[src/rtl/phc_pkg.sv]
package phc_pkg;

    // Fixed point
    localparam int PHC_FRAC_BITS = 16;
    localparam int PHC_INV_FRAC  = 16;

    // Pipeline register stages, input to output register
    localparam int PHC_STAGES = 8;

    // Field widths
    localparam int PHC_PIX_W  = 16;
    localparam int PHC_CELL_W = 17;
    localparam int PHC_ADDR_W = 2;

    // Register indexes
    localparam logic [PHC_ADDR_W-1:0] REG_ORIGIN_X = 2'd0;
    localparam logic [PHC_ADDR_W-1:0] REG_ORIGIN_Y = 2'd1;
    localparam logic [PHC_ADDR_W-1:0] REG_INV_SIZE = 2'd2;

    // Register reset values
    localparam logic [15:0] ORIGIN_X_RST = 16'd100;
    localparam logic [15:0] ORIGIN_Y_RST = 16'd100;
    localparam logic [15:0] INV_SIZE_RST = 16'd1638;

    // Scale constants as Q0.32 fractions
    localparam logic [63:0] K_SQRT3_3_Q32   = 64'd2479700524;
    localparam logic [63:0] K_THIRD_Q32     = 64'd1431655765;
    localparam logic [63:0] K_TWO_THIRD_Q32 = 64'd2863311531;

    // Round a Q0.32 fraction to nearest at fb fraction bits
    function automatic logic [63:0] phc_kround(input logic [63:0] c, input int fb);
        logic [63:0] half;
        half = 64'd1 << (31 - fb);
        return (c + half) >> (32 - fb);
    endfunction

endpackage

[src/rtl/pixel_to_hex_cell.sv]
// Channel   Direction  Ports                                   Meaning
// s_        in         s_valid s_ready s_pixel_x s_pixel_y     pixel to locate
// m_        out        m_valid m_ready m_cell_q m_cell_r       axial hex coordinate
// cfg_      in         cfg_valid cfg_ready cfg_addr cfg_wdata  origin and 1/size writes
//
// One transaction per cycle sustained while m_ready is high; s_ to m_ passes
// the eight register stages (offset, scale, combine, size multiply, shift,
// rounding, error, select). Stages with no valid data fill in while m_ stalls,
// so s_ready drops only once every stage holds a transaction.
// Reset clears the stage valid bits and loads origin 100, 100 and inv_size 1638.
module pixel_to_hex_cell
    import phc_pkg::*;
#(
    parameter int FRAC_BITS = PHC_FRAC_BITS
) (
    input  logic                         aclk,
    input  logic                         aresetn,
    input  logic                         s_valid,
    output logic                         s_ready,
    input  logic signed [PHC_PIX_W-1:0]  s_pixel_x,
    input  logic signed [PHC_PIX_W-1:0]  s_pixel_y,
    output logic                         m_valid,
    input  logic                         m_ready,
    output logic signed [PHC_CELL_W-1:0] m_cell_q,
    output logic signed [PHC_CELL_W-1:0] m_cell_r,
    input  logic                         cfg_valid,
    output logic                         cfg_ready,
    input  logic [PHC_ADDR_W-1:0]        cfg_addr,
    input  logic [15:0]                  cfg_wdata
);

    localparam int NS = PHC_STAGES;
    localparam int DW = PHC_PIX_W + 1;          // offset pixel
    localparam int PW = FRAC_BITS + 1 + DW;     // constant times offset
    localparam int SW = PW + 1;                 // combined q term
    localparam int MW = SW + 17;                // after size multiply
    localparam int FW = MW - PHC_INV_FRAC;      // fractional axial, Q.FRAC_BITS
    localparam int RW = FW - FRAC_BITS;         // rounded integer
    localparam int EW = FRAC_BITS + 1;          // rounding error magnitude

    localparam logic [FRAC_BITS-1:0] K_A = FRAC_BITS'(phc_kround(K_SQRT3_3_Q32, FRAC_BITS));
    localparam logic [FRAC_BITS-1:0] K_B = FRAC_BITS'(phc_kround(K_THIRD_Q32, FRAC_BITS));
    localparam logic [FRAC_BITS-1:0] K_C = FRAC_BITS'(phc_kround(K_TWO_THIRD_Q32, FRAC_BITS));
    localparam logic signed [FW-1:0] HALF = FW'(1) <<< (FRAC_BITS - 1);

    // Configuration registers
    logic signed [15:0] origin_x_reg, origin_y_reg;
    logic [15:0]        inv_size_reg;

    assign cfg_ready = 1'b1;

    always_ff @(posedge aclk) begin
        if (!aresetn) begin
            origin_x_reg <= ORIGIN_X_RST;
            origin_y_reg <= ORIGIN_Y_RST;
            inv_size_reg <= INV_SIZE_RST;
        end else if (cfg_valid) begin
            case (cfg_addr)
                REG_ORIGIN_X: origin_x_reg <= cfg_wdata;
                REG_ORIGIN_Y: origin_y_reg <= cfg_wdata;
                REG_INV_SIZE: inv_size_reg <= cfg_wdata;
                default: ;
            endcase
        end
    end

    // Stage advance: a stage moves when it is empty or the next one moves
    logic [NS:1] valid_reg;
    logic [NS:1] adv;

    always_comb begin
        adv[NS] = !valid_reg[NS] || m_ready;
        for (int k = NS - 1; k >= 1; k--) begin
            adv[k] = !valid_reg[k] || adv[k+1];
        end
    end

    assign s_ready = adv[1];
    assign m_valid = valid_reg[NS];

    always_ff @(posedge aclk) begin
        if (!aresetn) begin
            valid_reg <= '0;
        end else begin
            if (adv[1]) begin
                valid_reg[1] <= s_valid;
            end
            for (int k = 2; k <= NS; k++) begin
                if (adv[k]) begin
                    valid_reg[k] <= valid_reg[k-1];
                end
            end
        end
    end

    // Round half away from zero, Q.FRAC_BITS to integer
    function automatic logic signed [RW-1:0] round_haz(input logic signed [FW-1:0] v);
        logic signed [FW-1:0] t;
        if (!v[FW-1]) begin
            t = v + HALF;
            return RW'(t >>> FRAC_BITS);
        end
        t = -v + HALF;
        return -RW'(t >>> FRAC_BITS);
    endfunction

    // Absolute rounding error
    function automatic logic [EW-1:0] round_err(input logic signed [RW-1:0] r,
                                                input logic signed [FW-1:0] v);
        logic signed [FW-1:0] d;
        d = (FW'(r) <<< FRAC_BITS) - v;
        return d[FW-1] ? EW'(-d) : EW'(d);
    endfunction

    // Stage registers
    logic signed [DW-1:0] dx_reg, dy_reg, dx_next, dy_next;
    logic signed [PW-1:0] pa_reg, pb_reg, pc_reg, pa_next, pb_next, pc_next;
    logic signed [SW-1:0] sq_reg, sr_reg, sq_next, sr_next;
    logic signed [MW-1:0] mq_reg, mr_reg, mq_next, mr_next;
    logic signed [FW-1:0] fq_reg, fr_reg, fs_reg, fq_next, fr_next, fs_next;
    logic signed [FW-1:0] fq6_reg, fr6_reg, fs6_reg;
    logic signed [RW-1:0] q6_reg, r6_reg, s6_reg, q6_next, r6_next, s6_next;
    logic signed [RW-1:0] q7_reg, r7_reg, s7_reg;
    logic [EW-1:0]        eq_reg, er_reg, es_reg, eq_next, er_next, es_next;
    logic signed [PHC_CELL_W-1:0] cq_reg, cr_reg, cq_next, cr_next;

    always_comb begin
        // Shift by origin
        dx_next = DW'(s_pixel_x) - DW'(origin_x_reg);
        dy_next = DW'(s_pixel_y) - DW'(origin_y_reg);
        // Scale by the axial constants
        pa_next = $signed({1'b0, K_A}) * dx_reg;
        pb_next = $signed({1'b0, K_B}) * dy_reg;
        pc_next = $signed({1'b0, K_C}) * dy_reg;
        // Combine q terms, pass the r term through
        sq_next = SW'(pa_reg) - SW'(pb_reg);
        sr_next = SW'(pc_reg);
        // Multiply by the reciprocal size
        mq_next = sq_reg * $signed({1'b0, inv_size_reg});
        mr_next = sr_reg * $signed({1'b0, inv_size_reg});
        // Drop the reciprocal fraction (floor), derive s
        fq_next = FW'(mq_reg >>> PHC_INV_FRAC);
        fr_next = FW'(mr_reg >>> PHC_INV_FRAC);
        fs_next = -FW'(mq_reg >>> PHC_INV_FRAC) - FW'(mr_reg >>> PHC_INV_FRAC);
        // Round each coordinate
        q6_next = round_haz(fq_reg);
        r6_next = round_haz(fr_reg);
        s6_next = round_haz(fs_reg);
        // Rounding errors
        eq_next = round_err(q6_reg, fq6_reg);
        er_next = round_err(r6_reg, fr6_reg);
        es_next = round_err(s6_reg, fs6_reg);
        // Rebuild the coordinate with the largest error
        cq_next = PHC_CELL_W'(q7_reg);
        cr_next = PHC_CELL_W'(r7_reg);
        if (eq_reg > er_reg && eq_reg > es_reg) begin
            cq_next = PHC_CELL_W'(-r7_reg - s7_reg);
        end else if (er_reg > es_reg) begin
            cr_next = PHC_CELL_W'(-q7_reg - s7_reg);
        end
    end

    // Payload registers, loaded as their stage advances
    always_ff @(posedge aclk) begin
        if (adv[1]) begin
            dx_reg <= dx_next;
            dy_reg <= dy_next;
        end
        if (adv[2]) begin
            pa_reg <= pa_next;
            pb_reg <= pb_next;
            pc_reg <= pc_next;
        end
        if (adv[3]) begin
            sq_reg <= sq_next;
            sr_reg <= sr_next;
        end
        if (adv[4]) begin
            mq_reg <= mq_next;
            mr_reg <= mr_next;
        end
        if (adv[5]) begin
            fq_reg <= fq_next;
            fr_reg <= fr_next;
            fs_reg <= fs_next;
        end
        if (adv[6]) begin
            q6_reg  <= q6_next;
            r6_reg  <= r6_next;
            s6_reg  <= s6_next;
            fq6_reg <= fq_reg;
            fr6_reg <= fr_reg;
            fs6_reg <= fs_reg;
        end
        if (adv[7]) begin
            eq_reg <= eq_next;
            er_reg <= er_next;
            es_reg <= es_next;
            q7_reg <= q6_reg;
            r7_reg <= r6_reg;
            s7_reg <= s6_reg;
        end
        if (adv[8]) begin
            cq_reg <= cq_next;
            cr_reg <= cr_next;
        end
    end

    assign m_cell_q = cq_reg;
    assign m_cell_r = cr_reg;

endmodule

[config.mk]
export PLATFORM = sky130hd
export DESIGN_NAME = pixel_to_hex_cell
export DESIGN_NICKNAME = d
export VERILOG_FILES = /design/src/rtl/phc_pkg.sv /design/src/rtl/pixel_to_hex_cell.sv
export SDC_FILE = /design/constraint.sdc
export NUM_CORES = 2
export LEC_CHECK = 0
export BUFFER_PORTS_ARGS = -buffer_cell sky130_fd_sc_hd__buf_2
export CORE_ASPECT_RATIO = 1.1
export CORE_MARGIN = 2
export CORE_UTILIZATION = 32
export DETAILED_ROUTE_END_ITERATION = 10
export SLEW_MARGIN = 10
export SYNTH_ARGS = -nofsm -noshare
export SYNTH_HDL_FRONTEND = slang
export SYNTH_SLANG_ARGS = --single-unit
[constraint.sdc]
create_clock -name aclk -period 7.4 [get_ports aclk]
set_clock_uncertainty 0.15 [all_clocks]
set_input_delay 0.74 -clock aclk [delete_from_list [all_inputs] [get_ports aclk]]
set_output_delay 0.74 -clock aclk [all_outputs]
set_load 0.005 [all_outputs]
# --- Word level (Yosys, flattened, before mapping) ---
# Index checks and enable logic that the tools add are counted.
# Widths: inputs -> output; s select.
op_classes:
  add_sub_neg: 27
  n_mul: 5
  magnitude_cmp: 3
  eq_ne: 2
  n_mux: 9
  reduce_logical: 21
ops:
  columns: ["op", "n"]
  rows:
  - ["$add 36x17->36 const B", 6]
  - ["$neg 36->36", 4]
  - ["$sub 36x36->36", 4]
  - ["$mux 17", 6]
  - ["$neg 17->17", 5]
  - ["$mul 17x17->34 const A", 2]
  - ["$mux 20", 3]
  - ["$neg 20->20", 3]
  - ["$mul 35x17->52", 1]
  - ["$gt 17x17->1", 3]
  - ["$mul 34x17->51", 1]
  - ["$sub 34x33->35", 1]
  - ["$sub 16x16->17", 2]
  - ["$sub 17x17->17", 2]
  - ["$mul 16x17->33 const A", 1]
  - ["$logic_not 1->1", 8]
  - ["$logic_or 1x1->1", 8]
  - ["$reduce_and 2->1", 3]
  - ["$eq 2x1->1 const B", 1]
  - ["$eq 2x2->1 const B", 1]
  - ["$logic_not 2->1", 1]
  - ["$logic_and 1x1->1", 1]
totals:
  reg_bits: 776
  output_inout_bits: 37
  word_cells: 104

# --- Depth between registers and ports, before layout ---
depth:
  depth_word: 9
  depth_mapped: 28
  ltp_nobuf: 26

# --- Worst setup path after synthesis ---
# Ideal clock, no wire load.
synth_path:
  kind: "reg-to-reg"
  from: "register inv_size_reg[8]"
  to: "register mr_reg[43] (data pin)"
  setup_time_ns: 0.258
  arrival_time_ns: 6.546
  setup_slack_ns: 0.446
  path_stages_with_launch: 27
  path_cell_list: "dfxtp_1 clkbuf_1 clkbuf_1 nand2_1 fa_1 inv_1 fa_1 inv_1 fa_1 inv_1 fa_1 fa_1 inv_1 fa_1 inv_1 ha_1 and4_1 a221o_1 o31ai_1 nand3_1 a2bb2oi_1 a41o_1 o31ai_1 o21ai_0 or2_2 a21oi_1 xnor2_1"
synth_between:
  elab_chain_cells: 1
synth_lines:
  columns: ["item", "line_no", "rtl"]
  rows:
  - ["start: declaration", "pixel_to_hex_cell.sv:48", "logic [15:0] inv_size_reg;"]
  - ["start signal: assignment", "pixel_to_hex_cell.sv:61", "REG_INV_SIZE: inv_size_reg <= cfg_wdata;"]
  - ["$mul 34x17->51", "pixel_to_hex_cell.sv:140", "mr_next = sr_reg * $signed({1'b0, inv_size_reg});"]
  - ["net mr_next[43]", "pixel_to_hex_cell.sv:119", "logic signed [MW-1:0] mq_reg, mr_reg, mq_next, mr_next;"]
  - ["end signal: assignment", "pixel_to_hex_cell.sv:180", "mr_reg <= mr_next;"]
  - ["end: declaration", "pixel_to_hex_cell.sv:119", null]
# The timed path passes the listed nets, and every way through them passes these cells.
# A chain may end at the register's enable or synchronous reset.

# --- Final worst setup path ---
layout_path:
  from: "register inv_size_reg[2]"
  to: "register mq_reg[51] (data pin)"
layout_between:
  elab_chain_cells: 1
layout_lines:
  columns: ["item", "line_no", "rtl"]
  rows:
  - ["$mul 35x17->52", "pixel_to_hex_cell.sv:139", "mq_next = sq_reg * $signed({1'b0, inv_size_reg});"]
  - ["net mq_next[51]", "pixel_to_hex_cell.sv:119", null]
  - ["end signal: assignment", "pixel_to_hex_cell.sv:179", "mq_reg <= mq_next;"]
  - ["end: declaration", "pixel_to_hex_cell.sv:119", null]
# The timed path passes the listed nets, and every way through them passes these cells.

==> flow_metrics.tcl <==
set metrics [dict create \
    status "complete, no violations" \
    ys_seq_area_share_pct 24.1 \
    rows 204 \
    design.core.area_mm2 0.280 \
    drt_wl_total_um 217000 \
    setup_viol 0 \
    hold_slack_ns 0.136 \
    dp.cells 12700 \
    yosysMostFrequentCell "inv_1" \
    drive_gt1_share_pct 5.88 \
    cpMostUsedCell "fa_1" \
    r2r_slack_ns 0.23 \
    via_per_inst 4.71 \
    wl_per_cell_um 16.9 \
    crit_arrival_ns 7.48 \
    drv_slew 0 \
    grt_usage_pct 15.4 \
    remaining_drc_errors 0 \
    io_buffers 90 \
    grt_first_pass_wirelength_um 351000 \
    detail_route.first_pass.iterations 5 \
    synthArstFlopShare_pct 0 \
    drt_iter0_drc 3301 \
    post-dp-hpwl_um 182000 \
    crit_cells 24 \
    hold_path_class "input port to register" \
    io_pins 92 \
    start_util_pct 32.1 \
    netlist_instances 8967 \
    path_buf_inv 4 \
    crit_end "mq_reg[51]$_DFFE_PP_" \
    cts_tree "built" \
    maxCapViolations 0 \
    synth_top_cell_area_share_pct 29.2 \
    crit_path_end_kind "register" \
    syn_area_mm2 0.0899 \
    cts_made_buffers 87 \
    synth_edf_count 684 \
    synth_top_cell_by_area "fa_1" \
    crit_type "register to register" \
    final_cells 12800 \
    cp_data_required_time_ns 7.71 \
    start_kind "register" \
    hold_violations 0 \
    vias 60400 \
    yosysWarningCount 0 \
    area_growth_pct 10.0 \
    rr_endpoint "mq_reg[51]$_DFFE_PP_" \
    overflow 0 \
    min_path_cells 3 \
    numClockSinks 740 \
    gp_congestion 0.867 \
    cp_cell_sequence "buf_12 > nand2_1 > fa_1 > fa_1 > fa_1 > inv_1 > fa_1 > fa_1 > inv_1 > fa_1 > inv_1 > ha_1 > a21o_1 > a21o_1 > a2111oi_0 > or3_1 > a31oi_2 > o211a_4 > o21a_1 > o221ai_2 > o211a_1 > o21bai_1 > a21oi_1 > xnor2_1" \
    r2r_cells 24 \
    die_x_um 509 \
    grt_max_degree 94 \
    clk_path_buf_depth 3 \
    maxSlewHeadroom_pct 22.2 \
    final_nets 11400 \
    period_minus_slack_ns 7.17 \
    worstSetupStartpoint "inv_size_reg[2]$_SDFFE_PN1P_" \
    cp_slowest_cell "fa_1" \
    fp.dieH_um 560 \
    ant_nets 0 \
    fmax_mhz 139 \
    grt_pass1_vias 64900 \
    setup_ws_ns 0.228 \
    utilization_pct 35.3 \
    tightest_slew_ns 1.17 \
    synth-main-ff-cell "edfxtp_1" \
    critPathTopFamily "adder cells" \
    pre_cts_ws_ns -0.289 \
    timing.rr.start "inv_size_reg[2]$_SDFFE_PN1P_" \
    synth_commonest_cells "inv_1, fa_1, nand2_1" \
    fin_crit_sh_pct 96.9 \
    n_fill_cell 27900 \
    root_buffer "clkbuf_16" \
    slowest_delay_ns 0.57 \
    crit_fanout 22 \
    synth.avg_cell_area_um2 10.0 \
    clk_pin_slew_ns 0.06 \
    holdBufCountCts 0 \
    clk_latency_ns 0.74 \
    yosysUniqueCellTypes 97 \
    synth_nets 11300 \
    antenna_found_initial 3 \
    synth_seq_cells 740 \
    htreeDepth 3 \
    synth_area_leaders "fa_1, edfxtp_1, ha_1" \
    dieArea_mm2 0.285 \
]
==> what timing repair did <==
| item | 4_1_cts | 5_1_grt |
|---|---|---|
| gates cloned | 4 | 0 |
| hold endpoints to repair | 0 | 0 |
| setup endpoints to repair | 6 | 11 |
| buffers inserted | 2 | 6 |
| pin swaps | 0 | 1 |
| gates resized for setup | 6 | 18 |
==> cells by family after synthesis <==
logic type                 count (synthesis)  share of synthesized area (%)
AOI/OAI and AO/OA                       1007                           7.31
xor gates and xnor gates                 435                           4.26
adders and majority gates               2262                           42.4
buffers and inverters                   2221                           9.31
DFF                                      740                           24.1
muxes                                     36                          0.420
other                                      1                        0.00417
and+or+nand+nor                         2265                           12.2
==> layout make-up <==
type	count	area [um^2]	area share, %
tap	3708	4640	4.69
inverter	1940	7290	7.37
sequential	740	21700	21.9
timing repair buffer	284	2270	2.29
multi-input combinational	6006	60000	60.6
antenna	1	2.50	0.00253
clock buffer	97	2250	2.27
clock inverter	67	781	0.789
==> layer usage <==
| layer | GRT usage, % | share of wire [%] |
|---|---|---|
| met1 | 20.1 | 44 |
| met2 | 26.6 | 49 |
| met3 | 1.81 | 4.2 |
| met4 | 4.15 | 2.6 |
| met5 | 0 | 0.0055 |
==> through the flow <==
step	instance area, um^2	TNS [ns]
finish	98900	0
global route	98900	-0.0321
CTS	98700	0
detailed placement	95500	-0.931
global placement	95500	-0.243
floorplan	89900	0
==> worst reg2reg max path, cell delays in order, from the launching register on <==
cell	delay (ns)
dfxtp_4	0.46
buf_12	0.22
nand2_1	0.13
fa_1	0.52
fa_1	0.49
fa_1	0.57
inv_1	0.06
fa_1	0.49
fa_1	0.50
inv_1	0.06
fa_1	0.47
inv_1	0.04
ha_1	0.33
a21o_1	0.19
a21o_1	0.17
a2111oi_0	0.41
or3_1	0.25
a31oi_2	0.15
o211a_4	0.31
o21a_1	0.22
o221ai_2	0.18
o211a_1	0.21
o21bai_1	0.09
a21oi_1	0.18
xnor2_1	0.08
==> placed cells by master (no fill, tap or decap), types with 37 or more instances in the layout <==
| cell | netlist | layout |
|---|---|---|
| xnor2_1 | 323 | 323 |
| buf_2 | 9 | 90 |
| nand2_1 | 1018 | 1014 |
| or3_1 | 39 | 39 |
| xor2_1 | 111 | 111 |
| edfxtp_1 | 684 | 684 |
| dfxtp_1 | 56 | 40 |
| and3_1 | 37 | 37 |
| o21a_1 | 54 | 54 |
| clkbuf_16 | 0 | 88 |
| o21ai_0 | 202 | 202 |
| inv_1 | 1939 | 1934 |
| ha_1 | 951 | 949 |
| and2_1 | 425 | 425 |
| nor2b_1 | 59 | 59 |
| buf_4 | 2 | 166 |
| a21o_1 | 147 | 147 |
| nor3_1 | 104 | 104 |
| nand4_1 | 43 | 43 |
| a21boi_0 | 69 | 69 |
| a21oi_1 | 258 | 258 |
| nor2_1 | 263 | 263 |
| nand3_1 | 88 | 88 |
| fa_1 | 1310 | 1310 |
| nand2b_1 | 56 | 56 |
==> worst min-delay path by stage <==
stage / from / to
after floorplan: pc_reg[10]$_DFFE_PP_ / sr_reg[10]$_DFFE_PP_
after global placement: pc_reg[21]$_DFFE_PP_ / sr_reg[21]$_DFFE_PP_
after detailed placement: pc_reg[10]$_DFFE_PP_ / sr_reg[10]$_DFFE_PP_
after CTS: cfg_wdata[15] / origin_x_reg[15]$_SDFFE_PN0P_
after global routing: cfg_wdata[12] / origin_x_reg[12]$_SDFFE_PN0P_
final: cfg_wdata[15] / origin_x_reg[15]$_SDFFE_PN0P_
Power is not shown: default switching activity piles up to over one toggle a cycle in this logic, so the estimate is an artifact.
